**src/psdir_pkg.sv**
```systemverilog
// ----------------------------------------------------------------------------
// psdir_pkg
// shared types, constants and the period table of the pitch shift resampler
// ----------------------------------------------------------------------------
package psdir_pkg;

   localparam int SampleWidth = 24;
   localparam int BlockLen    = 20;
   localparam int ShiftWidth  = 6;
   localparam int PhaseWidth  = 5;
   localparam int QueueDepth  = 4;
   localparam int QueuePtrW   = $clog2(QueueDepth);
   localparam int QueueCntW   = $clog2(QueueDepth + 1);

   typedef logic signed [SampleWidth-1:0] sample_type;
   typedef logic signed [ShiftWidth-1:0]  shift_type;
   typedef logic [PhaseWidth-1:0]         phase_type;

   typedef struct packed {
      logic signed [SampleWidth-1:0] sample_in;
      logic                          end_of_stream;
   } req_type;

   typedef struct packed {
      logic signed [SampleWidth-1:0] sample_out;
      logic                          run_last;
   } rsp_type;

   // one classified input word: optional insert, then optional kept sample
   typedef struct packed {
      logic       has_ins;
      sample_type ins_sample;
      logic       has_keep;
      sample_type keep_sample;
   } entry_type;

   typedef struct packed {
      logic full;
      logic empty;
   } q_status_type;

   // samples between drops or inserts for a shift magnitude, block of 20
   function automatic phase_type period_of(input logic [ShiftWidth-1:0] mag);
      phase_type p;
      case (mag)
         ShiftWidth'(1): p = PhaseWidth'(20);
         ShiftWidth'(2): p = PhaseWidth'(10);
         ShiftWidth'(3): p = PhaseWidth'(6);
         ShiftWidth'(4): p = PhaseWidth'(5);
         ShiftWidth'(5): p = PhaseWidth'(4);
         ShiftWidth'(6): p = PhaseWidth'(3);
         ShiftWidth'(7), ShiftWidth'(8), ShiftWidth'(9), ShiftWidth'(10): begin
            p = PhaseWidth'(2);
         end
         default: p = PhaseWidth'(1);
      endcase
      return p;
   endfunction

endpackage

```
**src/psdir_front.sv**
```systemverilog
// ----------------------------------------------------------------------------
// psdir_front
// holds shift and phase state, classifies each input word into an entry
// ----------------------------------------------------------------------------
module psdir_front (
   input  logic                    clock,
   input  logic                    reset,
   input  logic                    csr_valid,
   input  psdir_pkg::shift_type    csr_data,
   input  logic                    accept,
   input  psdir_pkg::req_type      req_data,
   output logic                    push,
   output psdir_pkg::entry_type    entry
);

   psdir_pkg::shift_type  shift_ff, shift_in;
   psdir_pkg::phase_type  phase_ff, phase_in;
   psdir_pkg::sample_type held_ff, held_in;
   logic                  pend_ff, pend_in;

   logic [psdir_pkg::ShiftWidth-1:0] mag;
   logic [psdir_pkg::ShiftWidth-1:0] thr;
   psdir_pkg::phase_type             period;
   logic [psdir_pkg::PhaseWidth:0]   phase_inc;
   logic                             keep;
   logic                             want_ins;
   logic                             advance;
   logic signed [psdir_pkg::SampleWidth:0] sum;

   always_comb begin
      mag       = psdir_pkg::ShiftWidth'(-shift_ff);
      thr       = psdir_pkg::ShiftWidth'(psdir_pkg::BlockLen) -
                  psdir_pkg::ShiftWidth'(2 * (10 - shift_ff));
      phase_inc = {1'b0, phase_ff} + 1'b1;
      sum       = {held_ff[psdir_pkg::SampleWidth-1], held_ff} +
                  {req_data.sample_in[psdir_pkg::SampleWidth-1], req_data.sample_in};
      keep      = 1'b0;
      want_ins  = 1'b0;
      advance   = 1'b0;
      period    = psdir_pkg::PhaseWidth'(psdir_pkg::BlockLen);
      if (shift_ff > 6'sd10) begin
         keep = 1'b0;
      end else if (shift_ff == 6'sd0) begin
         keep = 1'b1;
      end else if (shift_ff >= 6'sd7) begin
         keep    = ({1'b0, phase_ff} >= thr) || !phase_ff[0];
         advance = 1'b1;
      end else if (shift_ff > 6'sd0) begin
         period  = psdir_pkg::period_of(psdir_pkg::ShiftWidth'(shift_ff));
         keep    = (phase_ff != '0);
         advance = 1'b1;
      end else begin
         period   = psdir_pkg::period_of(mag);
         keep     = 1'b1;
         want_ins = (phase_inc >= {1'b0, period});
         advance  = 1'b1;
      end

      entry.has_ins     = pend_ff;
      entry.ins_sample  = sum[psdir_pkg::SampleWidth:1];
      entry.has_keep    = keep;
      entry.keep_sample = req_data.sample_in;
      push              = accept && (pend_ff || keep);

      shift_in = csr_valid ? csr_data : shift_ff;
      phase_in = phase_ff;
      held_in  = held_ff;
      pend_in  = pend_ff;
      if (accept) begin
         pend_in = 1'b0;
         if (advance) begin
            phase_in = (phase_inc >= {1'b0, period}) ? '0 :
                       phase_inc[psdir_pkg::PhaseWidth-1:0];
         end
         if (want_ins && !req_data.end_of_stream) begin
            pend_in = 1'b1;
            held_in = req_data.sample_in;
         end
         if (req_data.end_of_stream) begin
            phase_in = '0;
            pend_in  = 1'b0;
            held_in  = '0;
         end
      end
   end

   always_ff @(posedge clock) begin
      if (reset) begin
         shift_ff <= '0;
         phase_ff <= '0;
         held_ff  <= '0;
         pend_ff  <= 1'b0;
      end else begin
         shift_ff <= shift_in;
         phase_ff <= phase_in;
         held_ff  <= held_in;
         pend_ff  <= pend_in;
      end
   end

endmodule

```
**src/psdir_queue.sv**
```systemverilog
// ----------------------------------------------------------------------------
// psdir_queue
// short entry queue between the classifier and the emitter
// ----------------------------------------------------------------------------
module psdir_queue (
   input  logic                        clock,
   input  logic                        reset,
   input  logic                        push,
   input  psdir_pkg::entry_type        push_entry,
   input  logic                        pop,
   output psdir_pkg::entry_type        head,
   output psdir_pkg::q_status_type     status
);

   psdir_pkg::entry_type                  slot_ff [psdir_pkg::QueueDepth];
   logic [psdir_pkg::QueuePtrW-1:0]       wr_ptr_ff, wr_ptr_in;
   logic [psdir_pkg::QueuePtrW-1:0]       rd_ptr_ff, rd_ptr_in;
   logic [psdir_pkg::QueueCntW-1:0]       count_ff, count_in;

   always_comb begin
      status.full  = (count_ff == psdir_pkg::QueueCntW'(psdir_pkg::QueueDepth));
      status.empty = (count_ff == '0);
      head         = slot_ff[rd_ptr_ff];
      wr_ptr_in    = push ? wr_ptr_ff + 1'b1 : wr_ptr_ff;
      rd_ptr_in    = pop ? rd_ptr_ff + 1'b1 : rd_ptr_ff;
      count_in     = count_ff;
      if (push && !pop) begin
         count_in = count_ff + 1'b1;
      end else if (pop && !push) begin
         count_in = count_ff - 1'b1;
      end
   end

   always_ff @(posedge clock) begin
      if (push) begin
         slot_ff[wr_ptr_ff] <= push_entry;
      end
   end

   always_ff @(posedge clock) begin
      if (reset) begin
         wr_ptr_ff <= '0;
         rd_ptr_ff <= '0;
         count_ff  <= '0;
      end else begin
         wr_ptr_ff <= wr_ptr_in;
         rd_ptr_ff <= rd_ptr_in;
         count_ff  <= count_in;
      end
   end

endmodule

```
**src/psdir_back.sv**
```systemverilog
// ----------------------------------------------------------------------------
// psdir_back
// emits the insert and kept sample of each entry through an output register
// ----------------------------------------------------------------------------
module psdir_back (
   input  logic                        clock,
   input  logic                        reset,
   input  psdir_pkg::entry_type        head,
   input  psdir_pkg::q_status_type     status,
   output logic                        pop,
   output logic                        rsp_valid,
   input  logic                        rsp_stall,
   output psdir_pkg::rsp_type          rsp_data
);

   logic               valid_ff, valid_in;
   psdir_pkg::rsp_type data_ff, data_in;
   logic               ins_done_ff, ins_done_in;
   logic               load;

   always_comb begin
      load        = (!valid_ff || !rsp_stall) && !status.empty;
      valid_in    = valid_ff && rsp_stall;
      data_in     = data_ff;
      ins_done_in = ins_done_ff;
      pop         = 1'b0;
      if (load) begin
         valid_in = 1'b1;
         if (head.has_ins && !ins_done_ff) begin
            data_in.sample_out = head.ins_sample;
            data_in.run_last   = !head.has_keep;
            if (head.has_keep) begin
               ins_done_in = 1'b1;
            end else begin
               pop = 1'b1;
            end
         end else begin
            data_in.sample_out = head.keep_sample;
            data_in.run_last   = 1'b1;
            ins_done_in        = 1'b0;
            pop                = 1'b1;
         end
      end
      rsp_valid = valid_ff;
      rsp_data  = data_ff;
   end

   always_ff @(posedge clock) begin
      data_ff <= data_in;
   end

   always_ff @(posedge clock) begin
      if (reset) begin
         valid_ff    <= 1'b0;
         ins_done_ff <= 1'b0;
      end else begin
         valid_ff    <= valid_in;
         ins_done_ff <= ins_done_in;
      end
   end

endmodule

```
**src/pitch_shift_drop_insert_resampler.sv**
```systemverilog
// ----------------------------------------------------------------------------
// pitch_shift_drop_insert_resampler
// drop/insert resampler for a crude pitch shift of 24-bit audio
//
// req channel: one sample word per handshake (valid high, stall low), with an
// end_of_stream flag on the final sample. rsp channel: zero, one or two words
// per input, run_last high on the last word an input produced.
// csr channel: writes the 6-bit signed shift; always ready. the user must see that it is
// written only while no word is in flight; the block does not enforce this.
// the front classifies a word in the cycle it is taken, a four-entry queue
// holds classified words, the back emits one result word per cycle while
// rsp_stall is low through an output register. an accepted word is written
// into the queue and its first result is then loaded into that register.
// an input word is taken every cycle while the queue has room; sustained
// throughput is one result word per cycle while rsp_stall is low.
// reset clears shift, phase, pending insert, queue and output valid.
// when rsp_stall is high the output word holds, the queue fills, and
// req_stall rises once all four entries are taken.
// ----------------------------------------------------------------------------
module pitch_shift_drop_insert_resampler (
   input  logic                     clock,
   input  logic                     reset,
   input  logic                     req_valid,
   output logic                     req_stall,
   input  psdir_pkg::req_type       req_data,
   output logic                     rsp_valid,
   input  logic                     rsp_stall,
   output psdir_pkg::rsp_type       rsp_data,
   input  logic                     csr_valid,
   output logic                     csr_ready,
   input  psdir_pkg::shift_type     csr_data
);

   psdir_pkg::entry_type    entry;
   psdir_pkg::entry_type    head;
   psdir_pkg::q_status_type status;
   logic                    accept;
   logic                    push;
   logic                    pop;

   assign req_stall = status.full;
   assign accept    = req_valid && !status.full;
   assign csr_ready = 1'b1;

   psdir_front u_front (
      .clock     (clock),
      .reset     (reset),
      .csr_valid (csr_valid && csr_ready),
      .csr_data  (csr_data),
      .accept    (accept),
      .req_data  (req_data),
      .push      (push),
      .entry     (entry)
   );

   psdir_queue u_queue (
      .clock      (clock),
      .reset      (reset),
      .push       (push),
      .push_entry (entry),
      .pop        (pop),
      .head       (head),
      .status     (status)
   );

   psdir_back u_back (
      .clock     (clock),
      .reset     (reset),
      .head      (head),
      .status    (status),
      .pop       (pop),
      .rsp_valid (rsp_valid),
      .rsp_stall (rsp_stall),
      .rsp_data  (rsp_data)
   );

endmodule
```
**config.mk**
```make
export PLATFORM = sky130hd
export DESIGN_NAME = pitch_shift_drop_insert_resampler
export DESIGN_NICKNAME = d
export VERILOG_FILES = /design/src/psdir_pkg.sv /design/src/psdir_front.sv /design/src/psdir_queue.sv /design/src/psdir_back.sv /design/src/pitch_shift_drop_insert_resampler.sv
export SDC_FILE = /design/constraint.sdc
export NUM_CORES = 1
export LEC_CHECK = 0
export BUFFER_PORTS_ARGS = -buffer_cell sky130_fd_sc_hd__buf_2
export CAP_MARGIN = 10
export CORE_MARGIN = 2
export CORE_UTILIZATION = 51
export CTS_CLUSTER_SIZE = 10
export DETAILED_ROUTE_END_ITERATION = 6
export PLACE_DENSITY = 0.75
export SYNTH_ARGS = -nofsm -noshare
export SYNTH_HDL_FRONTEND = slang
export SYNTH_SLANG_ARGS = --single-unit
```
**constraint.sdc**
```tcl
create_clock -name clock -period 9.21 [get_ports clock]
set_input_delay 0.4605 -clock clock [delete_from_list [all_inputs] [get_ports clock]]
set_output_delay 0.4605 -clock clock [all_outputs]
set_load 0.01 [all_outputs]
```
==> impl_metrics.toml <==
[outcome]
status = "finished, final reports clean"

[sta]
fin_crit_sh_pct = 44.5
fin_setup_tns_ps = 0
hold_viol_final = 0
worst_pin_slew_ps = 1020
rsz0062_at_grt = "false"
max_slew_margin_pct = 31.9
skew_ps = 16.7
clock.fmax_mhz = 244
report.final.slew_viol_count = 0
setup_violations = 0
finalCriticalPeriod_ps = 4100

[drt]
wl_mm = 22.8
dr.first_iter.drc_count = 435
drc = 0
ant_nets = 0
wl_per_cell_microns = 19.0
viasPerCell = 5.71
dr_total_vias = 6849
drt_first_pass_iters = 5

[logic_synthesis]
ys_seq_elements = 277
ys.flop_type = "edfxtp_1"
muxShareOfSynthArea_pct = 12.5
netlist_top_cells_area = "edfxtp_1, mux4_2, dfxtp_1"
synthesis.nets = 869
synthXorXnorAreaFrac_pct = 1.94
synthCells = 782
synth_compound_area_share_pct = 7.82
syn_area_sq_mm = 0.0122
synth_top_area_share_pct = 55.3
synthArstFlopShare_pct = 0
synth_top_cell_by_area = "edfxtp_1"
synth_top_family_by_area = "multiplexers"
synthAdderAreaFrac_pct = 5.43
synth_cell_types = 69
yosysMostFrequentCell = "edfxtp_1"
synth.avg_cell_area_sq_um = 15.6
synthSimpleGateAreaFrac_pct = 6.05
synth_edf_count = 225
yosysWarnings = 0
yosys-top-cells-count = "edfxtp_1, dfxtp_1, mux4_2"
ys_seq_area_share_pct = 63.8

[clock_tree]
insertion_delay_ps = 500
htreeDepth = 2
cts.sinks = 277
cts_made_buffers = 34
clockRootBuffer = "clkbuf_16"
cts_tree = "done"
clockBufferDepth = 3
cts_resized = 0
hold_buffers = 0
cts_setup_buffers = 0
clk_pin_slew_ps = 60

[layout]
nets = 946
fillCellCount = 1762
final-seq-area_sq_mm = 0.00780
multi_input_area_sq_mm = 0.00416
final_util_pct = 58.9
n_antenna_cell = 0
area_growth_pct = 13.1
drive_above_1_share_pct = 23.0

[setup_path]
crit_path_max_fanout = 32
arrival_ps = 4230
cp.required_ps = 9340
r2r_start = "u_front.shift_ff[0]$_SDFFE_PP0P_"
cp-start-kind = "flop"
slowest_stage = "and2_2"
critical_path_class = "flop to flop"
cp-startpoint = "u_front.shift_ff[0]$_SDFFE_PP0P_"
crit_chain = "inv_1 > ha_1 > inv_1 > a21oi_1 > o22ai_1 > xnor2_1 > ha_1 > nand3_1 > nand4_1 > a41oi_1 > nor4_1 > o31a_1 > and2_2 > buf_4"
end_kind = "flop"
reg2reg_slack_ps = 5110
max_stage_delay_ps = 550
crit_family = "simple AND/OR/NAND/NOR gates"
critPathBufInv = 3

[place]
gp_congestion = 0.843
numPortBuffers = 62
dp.final_hpwl_mm = 14.0

[global_route]
grt_pass1_wl_mm = 36.9
antenna_found_initial = 0
grt_util_all_layers_pct = 18.3
grt_max_degree = 51
grt_pass1_vias = 7064
grt.overflow.total = 0

[pwr]
ir_drop_uv = 219
pwr_density_cell_mw_per_mm2 = 255
p_leak_nw = 5.03
power_w = 0.00353

[floorplan]
floorplan.initialDensity_pct = 52.0
chipWidth_microns = 159
dieArea_sq_mm = 0.0252
fp.coreArea_sq_mm = 0.0235
dieHeight_microns = 159
pin_count = 64
placementRows = 56

[hold_path]
hold_class = "input port to flop"
worstHoldStart = "csr_data[4]"

[flow_run]
cap_violations = 0
-- layout make-up --
class / count / area share (%)
clock buffers: 54 / 6.85
repair buffers: 71 / 2.73
clock inverters: 4 / 0.181
flip-flops and latches: 277 / 56.4
multi-input cells: 445 / 30.1
inverters: 30 / 0.815
well taps: 319 / 2.89
-- through the flow --
stage / area, sq um / worst slack, ps / cells / hold slack [ps]
2_1_floorplan: 12200 / 5210 / 782 / 446
3_3_place_gp: 12800 / 5310 / 1142 / 460
3_5_place_dp: 12800 / 5130 / 1142 / 466
4_1_cts: 13800 / 5110 / 1200 / 188
5_1_grt: 13800 / 4750 / 1200 / 204
6_report: 13800 / 5110 / 1200 / 203
-- state kept, by name (all words and copies together), names as in the netlist, 2 cells and up, named ones only --
register	cells
u_queue.rd_ptr_ff	2
u_queue.count_ff	3
u_front.shift_ff	6
u_front.phase_ff	5
u_back.rsp_data	25
u_front.held_ff	24
u_queue.slot_ff	200
u_queue.wr_ptr_ff	2
-- path summary, 6_finish.rpt --
path	to	depth (start not counted)
setup / recovery	u_queue.slot_ff[1][29]$_DFFE_PP_	14
setup reg to reg	u_queue.slot_ff[1][29]$_DFFE_PP_	14
hold reg to reg	u_front.held_ff[11]$_SDFFE_PP0P_	1
hold / removal	u_front.shift_ff[4]$_SDFFE_PP0P_	3
-- power by group --
group / internal [W] / switching (W)
Sequential: 0.00155 / 0.0000444
Clock: 0.000702 / 0.000469
Combinational: 0.000361 / 0.000403
-- layer usage --
layer	vias to the layer above	routed length, microns	track usage (%)
met3	44	1220	3.47
li1	3213	-	-
met4	0	528	6.30
met2	175	11200	31.0
met5	-	0	0
met1	3417	9840	23.9
-- worst reg2reg max path: stages, from the launching register on --
cell,delay [ps]
dfxtp_1,510
inv_1,170
ha_1,340
inv_1,90
a21oi_1,70
o22ai_1,210
xnor2_1,90
ha_1,320
nand3_1,80
nand4_1,90
a41oi_1,50
nor4_1,320
o31a_1,330
and2_2,550
buf_4,490
-- cells in the final DEF, fill, tap and decap left out, types with 3 or more instances in the layout --
cell type    n
a21o_1      12
a21oi_1     31
a221oi_1     4
a22o_1      24
a31oi_1      4
and2_1       3
and2_2       4
and3_1       5
buf_2       62
buf_4        9
clkbuf_1    19
clkbuf_16   35
dfxtp_1     51
edfxtp_1   225
ha_1        49
inv_1       30
mux2_2      21
mux2_4       3
mux2i_1     12
mux4_2      50
nand2_1     32
nand2b_1     7
nand3_1     15
nor2_1      35
nor2b_1      9
nor3_1      13
nor3b_1      3
nor4_1       4
o21a_1       5
o21ai_0     21
o22ai_1      4
o31ai_1      4
xnor2_1     18
xor2_1       9
-- logic make-up after synthesis --
logic type	count (synthesis)
and+or+nand+nor	146
AOI/OAI and AO/OA	133
other	1
buffers and inverters	60
muxes	86
DFF	277
xor gates and xnor gates	27
adders and majority gates	52
No activity file was read; power rests on OpenSTA's default activity.
